--- src/rtl/rdpd_pkg.sv ---
`default_nettype none

package rdpd_pkg;

    // Default width of the debounce timebase and the time stamps.
    localparam int TIMEBASE_BITS_DEF = 8;

    // Field widths.
    localparam int CFG_W   = 8;
    localparam int KEY_W   = 6;
    localparam int COUNT_W = 8;

    // Configuration reset value and key code constants.
    localparam logic [CFG_W-1:0]   DEBOUNCE_RESET = 8'd2;
    localparam logic [KEY_W-1:0]   KEY_BASE       = 6'd29;
    localparam logic [KEY_W-1:0]   KEY_RELEASE    = 6'd0;
    localparam logic [COUNT_W-1:0] COUNT_LIMIT    = 8'd11;
    localparam logic [COUNT_W-1:0] COUNT_MAX      = 8'd255;

    // Contact index in the per-contact arrays.
    localparam int CONTACT_TICK = 0;
    localparam int CONTACT_DIAL = 1;
    localparam int NUM_CONTACTS = 2;

    // Results one sample leaves in the output stage.
    typedef struct packed {
        logic              press;
        logic              release_key;
        logic [KEY_W-1:0]  key;
    } t_result;

endpackage

`default_nettype wire

--- src/rtl/rdpd_in_if.sv ---
`default_nettype none

// Switch sample channel.
interface rdpd_in_if import rdpd_pkg::*; ();
    logic valid;
    logic ready;
    logic tick_switch;
    logic dial_switch;
    logic time_tick;

    modport source (output valid, output tick_switch, output dial_switch,
                    output time_tick, input ready);
    modport sink   (input valid, input tick_switch, input dial_switch,
                    input time_tick, output ready);
endinterface

`default_nettype wire

--- src/rtl/rdpd_out_if.sv ---
`default_nettype none

// Key code channel.
interface rdpd_out_if import rdpd_pkg::*; ();
    logic             valid;
    logic             ready;
    logic [KEY_W-1:0] key_code;
    logic             last_of_run;

    modport source (output valid, output key_code, output last_of_run, input ready);
    modport sink   (input valid, input key_code, input last_of_run, output ready);
endinterface

`default_nettype wire

--- src/rtl/rotary_dial_pulse_decoder.sv ---
// Rotary dial pulse decoder. Each input word is one sample of the pulse and off-normal
// contacts plus a timebase advance flag; both contacts are debounced against a
// TIMEBASE_BITS wide tick counter and the debounce_ticks register. A sample is folded
// into the state in the cycle it is accepted, and its results go to a one-entry output
// stage holding an optional digit key (30 to 39) followed by a release (0). A new sample
// is accepted while the output stage is empty or handing over its last word; a sample
// that completes a digit occupies the stage for two output words, so the next sample
// waits until its release is taken, limited by the single output port. Write
// debounce_ticks only while no words are pending.
`default_nettype none

module rotary_dial_pulse_decoder import rdpd_pkg::*; #(
    parameter int TIMEBASE_BITS = TIMEBASE_BITS_DEF
) (
    input  wire              i_clk,
    input  wire              i_rst_n,
    input  wire              i_cfg_we,
    input  wire  [CFG_W-1:0] i_cfg_data,
    rdpd_in_if.sink          i_in,
    rdpd_out_if.source       o_out
);

    localparam int CMP_W = (TIMEBASE_BITS > CFG_W) ? TIMEBASE_BITS : CFG_W;

    // Registers.
    logic [CFG_W-1:0]         r_debounce;
    logic [TIMEBASE_BITS-1:0] r_time;
    logic [COUNT_W-1:0]       r_count;
    logic [NUM_CONTACTS-1:0]  r_raw_prev;
    logic [NUM_CONTACTS-1:0]  r_stable;
    logic [NUM_CONTACTS-1:0]  r_bouncing;
    logic [TIMEBASE_BITS-1:0] r_stamp [NUM_CONTACTS];
    t_result                  r_res;

    // Next values.
    logic [TIMEBASE_BITS-1:0] n_time;
    logic [COUNT_W-1:0]       n_count;
    logic [NUM_CONTACTS-1:0]  n_stable;
    logic [NUM_CONTACTS-1:0]  n_bouncing;
    logic [TIMEBASE_BITS-1:0] n_stamp [NUM_CONTACTS];
    t_result                  n_res;

    logic [NUM_CONTACTS-1:0]  raw;
    logic [NUM_CONTACTS-1:0]  toggled;
    logic [TIMEBASE_BITS-1:0] elapsed [NUM_CONTACTS];
    logic [COUNT_W-1:0]       count_bumped;
    logic                     in_fire;
    logic                     out_fire;

    assign raw[CONTACT_TICK] = i_in.tick_switch;
    assign raw[CONTACT_DIAL] = i_in.dial_switch;

    // The stage takes a sample when empty or when its last word leaves now.
    assign i_in.ready = !r_res.release_key || (!r_res.press && o_out.ready);
    assign in_fire    = i_in.valid && i_in.ready;
    assign out_fire   = o_out.valid && o_out.ready;

    // Debounce both contacts against the timebase.
    always_comb begin
        for (int c = 0; c < NUM_CONTACTS; c++) begin
            elapsed[c]    = r_time - r_stamp[c];
            n_stable[c]   = r_stable[c];
            n_bouncing[c] = r_bouncing[c];
            n_stamp[c]    = r_stamp[c];
            toggled[c]    = 1'b0;
            if (raw[c] != r_raw_prev[c]) begin
                n_bouncing[c] = 1'b1;
                n_stamp[c]    = r_time;
            end else if (r_bouncing[c] &&
                         (CMP_W'(elapsed[c]) >= CMP_W'(r_debounce))) begin
                n_bouncing[c] = 1'b0;
                if (raw[c] != r_stable[c]) begin
                    n_stable[c] = raw[c];
                    toggled[c]  = 1'b1;
                end
            end
        end
    end

    // Pulse counting and key generation.
    always_comb begin
        count_bumped = r_count;
        if (toggled[CONTACT_TICK] && n_stable[CONTACT_TICK] && (r_count != COUNT_MAX)) begin
            count_bumped = r_count + COUNT_W'(1);
        end
        n_res.press       = toggled[CONTACT_DIAL] && n_stable[CONTACT_DIAL] &&
                            (count_bumped != '0) && (count_bumped < COUNT_LIMIT);
        n_res.release_key = toggled[CONTACT_DIAL];
        n_res.key         = KEY_BASE + KEY_W'(count_bumped);
        n_count           = toggled[CONTACT_DIAL] ? '0 : count_bumped;
        n_time            = i_in.time_tick ? r_time + TIMEBASE_BITS'(1) : r_time;
    end

    // Configuration register.
    always_ff @(posedge i_clk) begin
        if (!i_rst_n) begin
            r_debounce <= DEBOUNCE_RESET;
        end else if (i_cfg_we) begin
            r_debounce <= i_cfg_data;
        end
    end

    // Decoder state, updated once per accepted sample.
    always_ff @(posedge i_clk) begin
        if (!i_rst_n) begin
            r_time     <= '0;
            r_count    <= '0;
            r_raw_prev <= '1;
            r_stable   <= '1;
            r_bouncing <= '0;
            for (int c = 0; c < NUM_CONTACTS; c++) begin
                r_stamp[c] <= '0;
            end
        end else if (in_fire) begin
            r_time     <= n_time;
            r_count    <= n_count;
            r_raw_prev <= raw;
            r_stable   <= n_stable;
            r_bouncing <= n_bouncing;
            for (int c = 0; c < NUM_CONTACTS; c++) begin
                r_stamp[c] <= n_stamp[c];
            end
        end
    end

    // Output stage: press goes out first, then the release.
    always_ff @(posedge i_clk) begin
        if (!i_rst_n) begin
            r_res.press       <= 1'b0;
            r_res.release_key <= 1'b0;
        end else if (in_fire) begin
            r_res <= n_res;
        end else if (out_fire) begin
            if (r_res.press) begin
                r_res.press <= 1'b0;
            end else begin
                r_res.release_key <= 1'b0;
            end
        end
    end

    assign o_out.valid       = r_res.release_key;
    assign o_out.key_code    = r_res.press ? r_res.key : KEY_RELEASE;
    assign o_out.last_of_run = !r_res.press;

endmodule

`default_nettype wire

--- src/flat_wrapper.sv ---
// flat-port wrapper written by rule: the top's interface ports become plain ports
module rotary_dial_pulse_decoder_flat import rdpd_pkg::*;
#(
    parameter int TIMEBASE_BITS = TIMEBASE_BITS_DEF
)
  (i_clk, i_rst_n, i_cfg_we, i_cfg_data, i_in_valid, i_in_tick_switch, i_in_dial_switch, i_in_time_tick, i_in_ready, o_out_valid, o_out_key_code, o_out_last_of_run, o_out_ready);
  rdpd_in_if i_in_i ();
  rdpd_out_if o_out_i ();
  input  wire i_clk;
  input  wire i_rst_n;
  input  wire i_cfg_we;
  input  wire  [CFG_W-1:0] i_cfg_data;
  input wire logic [$bits(i_in_i.valid)-1:0] i_in_valid;
  input wire logic [$bits(i_in_i.tick_switch)-1:0] i_in_tick_switch;
  input wire logic [$bits(i_in_i.dial_switch)-1:0] i_in_dial_switch;
  input wire logic [$bits(i_in_i.time_tick)-1:0] i_in_time_tick;
  output wire logic [$bits(i_in_i.ready)-1:0] i_in_ready;
  output wire logic [$bits(o_out_i.valid)-1:0] o_out_valid;
  output wire logic [$bits(o_out_i.key_code)-1:0] o_out_key_code;
  output wire logic [$bits(o_out_i.last_of_run)-1:0] o_out_last_of_run;
  input wire logic [$bits(o_out_i.ready)-1:0] o_out_ready;
  assign i_in_i.valid = i_in_valid;
  assign i_in_i.tick_switch = i_in_tick_switch;
  assign i_in_i.dial_switch = i_in_dial_switch;
  assign i_in_i.time_tick = i_in_time_tick;
  assign i_in_ready = i_in_i.ready;
  assign o_out_valid = o_out_i.valid;
  assign o_out_key_code = o_out_i.key_code;
  assign o_out_last_of_run = o_out_i.last_of_run;
  assign o_out_i.ready = o_out_ready;
  rotary_dial_pulse_decoder #(.TIMEBASE_BITS(TIMEBASE_BITS)) u_core (.i_clk(i_clk), .i_rst_n(i_rst_n), .i_cfg_we(i_cfg_we), .i_cfg_data(i_cfg_data), .i_in(i_in_i), .o_out(o_out_i));
endmodule
--- config.mk ---
export PLATFORM = sky130hd
export DESIGN_NAME = rotary_dial_pulse_decoder_flat
export DESIGN_NICKNAME = d
export VERILOG_FILES = /design/src/rtl/rdpd_pkg.sv /design/src/rtl/rdpd_in_if.sv /design/src/rtl/rdpd_out_if.sv /design/src/rtl/rotary_dial_pulse_decoder.sv /design/src/flat_wrapper.sv
export SDC_FILE = /design/constraint.sdc
export NUM_CORES = 1
export LEC_CHECK = 0
export BUFFER_PORTS_ARGS = -buffer_cell sky130_fd_sc_hd__buf_2
export CAP_MARGIN = 20
export CORE_ASPECT_RATIO = 2
export CORE_MARGIN = 5
export CORE_UTILIZATION = 52
export DETAILED_ROUTE_END_ITERATION = 8
export HOLD_SLACK_MARGIN = 0.02
export PLACE_DENSITY = 0.74
export SYNTH_ARGS = -nofsm -noshare
export SYNTH_HDL_FRONTEND = slang
export SYNTH_SLANG_ARGS = --single-unit
--- constraint.sdc ---
create_clock -name i_clk -period 6.4 [get_ports i_clk]
set_input_delay 1.92 -clock i_clk [delete_from_list [all_inputs] [get_ports i_clk]]
set_output_delay 1.92 -clock i_clk [all_outputs]
set_load 0.02 [all_outputs]
---- After elaboration in Yosys (flattened, before gate mapping) ----
Memories as Yosys holds them, arrays and structs flattened.
Cells that the tools add are included.
word-level totals
  output and inout port bits .............. 9
  word-level logic and storage cells ...... 79
  memories kept ........................... 1
  register bits ........................... 38
  memory bits (writable) .................. 16
  bits of input ports ..................... 16
memories
  memory          words  bits a word  rd ports  clocked after Yosys merged registers in  wr ports  line                             source
  u_core.r_stamp  2      8            2         0                                        2         rotary_dial_pulse_decoder.sv:32  logic [TIMEBASE_BITS-1:0] r_stamp [NUM_CONTACTS];
operators by class
  reduce and logical (&&, ||, !) cells .... 22
  add/subtract/negate cells ............... 5
  multiplexer cells ....................... 30
  magnitude comparators ................... 3
  bitwise operators ....................... 2
  eq/ne operators ......................... 6
operator list
  kind                                                                          count
  8-bit 2-to-1 mux                                                              6
  1-bit 2-to-1 mux                                                              21
  8-bit by 1-bit adder with 8-bit output, second input constant                 2
  8-bit greater-or-equal comparator                                             2
  8-bit subtractor                                                              2
  1-bit logical AND                                                             10
  2-bit AND reduction                                                           5
  8-bit by 4-bit less-than comparator with 1-bit output, second input constant  1
  8-bit != test, second input constant                                          1
  8-bit nonzero test                                                            1
  5-bit by 6-bit adder with 6-bit output, first input constant                  1
  6-bit 2-to-1 mux                                                              1
  2-bit nonzero test                                                            3
  2-bit 2-to-1 mux                                                              2
  1-bit != test                                                                 4
  1-bit zero test                                                               2
  2-bit != test, second input constant                                          1
  1-bit bitwise OR                                                              2
  1-bit logical OR                                                              1

---- Depth between registers and ports, before layout ----
  word-level depth ........................ 12
  gate-level depth with buffers ........... 23
  depth with buffers taken out ............ 23

---- Worst setup path before layout ----
OpenSTA, ideal clock, no wires.
  kind .................................... register to register
  start ................................... reg u_core.r_time[1]
  end ..................................... reg u_core.r_res[7] (netlist bit)
  required time ........................... 6313 ps
  setup slack ............................. 2006 ps
  buffers on the path ..................... 0
  cell stages (with the launch flop) ...... 21
  library setup time ...................... 87 ps
  period minus slack after synthesis ...... 4394 ps
  arrival time ............................ 4307 ps
  cell sequence ........................... dfxtp_1 -> ha_1 -> a21o_1 -> a21o_1 -> a21o_1 -> a21oi_1 -> o21ai_0 -> xnor2_1 -> ha_1 -> nand4_1 -> o31ai_1 -> nand3_1 -> o21ai_0 -> inv_1 -> ha_1 -> nor3b_1 -> o21ai_0 -> nor4_1 -> a311o_1 -> a2111o_1 -> o31ai_1
on the way
  cells in the longest elaborated chain, start to end .. 12
  elaborated cells between the ends (all ways) .. 23
  those cells by class .................... 2 x add/sub; 3 x order compare; 10 x mux; 8 x reduce/logical
ends and longest elaborated chain
  item                                                                       line                              source
  start: declaration                                                         rotary_dial_pulse_decoder.sv:27   logic [TIMEBASE_BITS-1:0] r_time;
  start signal: assignment                                                   rotary_dial_pulse_decoder.sv:115  r_time <= n_time;
  parallel branches: the longest is 10 deep, another holds 8-bit subtractor  --
  1-bit logical AND *                                                        rotary_dial_pulse_decoder.sv:87   (count_bumped != '0) && (count_bumped < COUNT_LIMIT);
  2-bit 2-to-1 mux *                                                         rotary_dial_pulse_decoder.sv:131  end else if (in_fire) begin
  end signal: assignment                                                     rotary_dial_pulse_decoder.sv:132  r_res <= n_res;
  end: declaration                                                           rotary_dial_pulse_decoder.sv:33   t_result r_res;
Mark *: on every way between the ends.
A chain may end at the register's enable or synchronous reset.

---- Final worst setup path ----
Ends and elaborated chain as after synthesis.

==> key figures <==
Power and ir drop
  – Leak: 1.64 nW
  – Total power divided by cell area: 207 mW/mm²
  – Worst vdd ir: 0.183 mV

Final layout
  – Register area: 0.00130 mm²
  – Layout cells sized above 1: 9.90%
  – Area Growth Syn to Fin: 9.42%
  – Final nets: between 400 and 500
  – Fillers: 604
  – Fin cells: 492
  – Multi-input logic area: 0.00208 mm²
  – Antenna diodes: 0

Place
  – Placed Cells: 484
  – Routability Congestion: around 0.98
  – PortBufs: 24
  – Post-DP HPWL: 6280 µm

Worst setup path
  – Worst Path Arrival: 5.18 ns
  – Slowest cell on crit path: dfxtp_1
  – Critical path's top delay family: compound AO/OA/AOI/OAI gates
  – Critical path data required time: 6.61 ns
  – Startpoint types: flop
  – Setup Crit Path Kind: reg -> reg
  – Critical Path Stages: 20
  – Worst R2R Path Depth: 20
  – R2r setup slk: 1.43 ns
  – Worst path bufs/invs: 1
  – Crit. End Element: flop
  – Peak fanout along the critical path: 8
  – CP peak stage delay: 0.55 ns
  – Crit-path cells: ha_1, a21o_1, a21o_1, a21o_1, a21oi_1, o21ai_0, xnor2_1, ha_1, nand4_1, o31ai_1, nand3_1, o21ai_0, inv_1, ha_1, nor3b_1, o21ai_0, nor4_1, a311o_1, a2111o_1, o31ai_1

STA
  – RSZ-0062 raised after global routing: false
  – Tightest Pin Transition: a little under 0.8 ns
  – Slew Limit Headroom: 48.2%
  – Fmax: 0.201 GHz
  – Slew Limit Fails: 0
  – Final hold viol count: 0
  – Crit share post-route: 77.6%
  – Post-layout minimum cycle time: 4.97 ns
  – Setup Skew: 0.00816 ns
  – Worst hold slack: 0.518 ns
  – Endpoints failing setup: 0
  – Sum of negative setup slack: 0 ns

Route
  – Initial DRC count: roughly 160
  – First-pass detailed-route iteration total: 4
  – DRC errors left: 0
  – Via/cell ratio: 5.70
  – Vias post-DR: roughly 2800
  – DRT antenna net count: 0
  – WL per Instance: around 16 µm
  – Drt total wl: 8050 µm

Global routing
  – Met1 GRT Util: 19.5%
  – Largest net degree at the start of global routing: 44
  – GRT overflow: 0
  – Vias in the first global route: 2813
  – Initial antenna violation count: 0
  – First-pass GRT wire length: 13100 µm
  – Met2 Track Usage GR: about two fifths
  – Met3 usage in global routing: 3.08%
  – Most Crowded Layer GR: met2
  – Global Route Usage Sum: 20.2%

Clock network
  – H-tree levels: 2
  – Post-CTS sizing: 0
  – Worst-path clk slew: ~0.080 ns
  – Root Buffer: clkbuf_16
  – Clock buffer count from CTS: 5
  – CTS tree: yes
  – Hold_buf cts: 0
  – Clock Sinks: 54
  – Post-CTS setup buffer count: 0
  – Clock Latency Late Sink: 0.30 ns
  – Clock Path Buffers: 2

Hold path
  – Worst hold path class: reg -> reg
  – Hold depth: 2

Synthesis
  – Netlist cell types: 51
  – Avg Cell Area, Syn: 9.25 µm²
  – Syn Nets: 437
  – Main area contributors after synthesis: edfxtp_1 (19%), dfxtp_1 (18%), ha_1 (12%), xnor2_1 (4.2%), nand2_1 (3.8%)
  – Mapped Area: ~0.0036 mm²
  – Async set or reset register ratio after synthesis: 0%
  – EDFF count, synth: 22
  – Cells after synthesis: just under 400
  – Synth warn: 0
  – Cell accounting for the most synthesized area: edfxtp_1
  – Top FF cell, synth: dfxtp_1
  – FF+latch count, synth: 54
  – Post-synthesis sequential area ratio: 36.5%
  – Yosys top cell area share: 18.6%

Die
  – DIE WIDTH: 68.5 µm
  – Site row count: 42
  – Die extent in y: 127 µm
  – I/O pins: 25
  – Core ar.: around 0.0067 mm²
  – Die ar.: 0.00870 mm²
  – Starting Density: 53.4%

Run
  – Max Cap Viol: 0

Run status
  – Status: finished, final reports clean
[cell families after synthesis]
family	share of synthesized area, %
AO/OA/AOI/OAI	16.2
XOR/XNOR	7.62
adder cells (fa/ha/maj)	13.1
buffers and inverters	4.95
flip-flops	36.5
multiplexers	2.85
AND/OR/NAND/NOR	18.8
[tightest hold or removal path: stages, from the launching register on]
cell,delay [ns]
dfxtp_1,0.34
nand2_1,0.06
a21boi_0,0.07
[cell usage after synthesis (all sizes together) (2+ instances only)]
cell	count
nor2	9
o211ai	3
mux2i	9
and3	9
and2	16
o21ai	17
o2111ai	3
nand2	36
dfxtp	32
buf	2
or4	2
clkbuf	12
a31oi	3
inv	32
ha	34
nand4	5
nand2b	2
xnor2	17
o31ai	3
o21bai	2
nor4	6
nand3	10
a21boi	10
nor2b	11
a21oi	16
nor3b	4
or3	4
nor3	6
edfxtp	22
a21o	12
xor2	14
o21a	7
fa	2
[metrics by stage]
stage / util (%) / instance area (µm²) / setup slack (ns) / total power [mW]
6_report: 58.4 / 3900 / 1.43 / 0.808
5_1_grt: 58.4 / 3900 / 1.09 / 0.848
4_1_cts: 58.4 / 3900 / 1.47 / 0.814
3_5_place_dp: 56.1 / 3740 / 1.51 / 0.533
3_3_place_gp: 56.1 / 3740 / 1.77 / 0.527
2_1_floorplan: - / 3560 / 2.01 / 0.493
[power breakdown]
part | internal (mW) | leakage, nW | switching, mW
registers | 0.371 | 0.476 | 0.00797
clock network | 0.149 | 0.0759 | 0.134
logic | 0.0622 | 1.09 | 0.0832
total | 0.582 | 1.64 | 0.225
[layout by cell type (no fill, tap or decap), types with 8 or more instances in the layout]
master,count
nand2_1,36
edfxtp_1,22
a21o_1,12
mux2i_1,9
ha_1,34
nand3_1,10
a21oi_1,16
nor2_1,9
and3_1,9
xor2_1,14
and2_1,16
xnor2_1,17
nor2b_1,11
dfxtp_1,32
inv_1,32
buf_2,24
o21ai_0,17
a21boi_0,8
[state kept, by name (all words and copies together), names as in the netlist]
signal,cells
u_core.r_time,8
u_core.o_out.valid,1
u_core.r_stable,2
u_core.r_bouncing,2
u_core.r_res,7
u_core.r_debounce,8
u_core.r_raw_prev,2
u_core.r_count,8
u_core.r_stamp,16
[layout make-up]
class | instances | share of cell area, %
Multi-Input combinational cell | 285 | 53.5
Inverter | 32 | 3.08
Clock inverter | 3 | 0.739
Clock buffer | 5 | 3.21
Sequential cell | 54 | 33.4
Tap cell | 88 | 2.83
Timing Repair Buffer | 25 | 3.28
[routing by layer]
layer | vias up | wire (µm)
li1 | 1400 | -
met1 | 1340 | 2840
met2 | 42 | 4720
met3 | 22 | 156
met4 | 0 | 331
met5 | - | 0
[worst paths after layout]
| path | start | to |
|---|---|---|
| setup / recovery | u_core.r_time[1]$_SDFFE_PN0P_ | u_core.r_res[7]$_SDFFE_PN0P_ |
| hold / removal | u_core.r_count[1]$_SDFFE_PN0P_ | u_core.r_count[1]$_SDFFE_PN0P_ |
| setup reg to reg | u_core.r_time[1]$_SDFFE_PN0P_ | u_core.r_res[7]$_SDFFE_PN0P_ |
| hold reg to reg | u_core.r_count[1]$_SDFFE_PN0P_ | u_core.r_count[1]$_SDFFE_PN0P_ |
(Power assumes the default switching activity.)
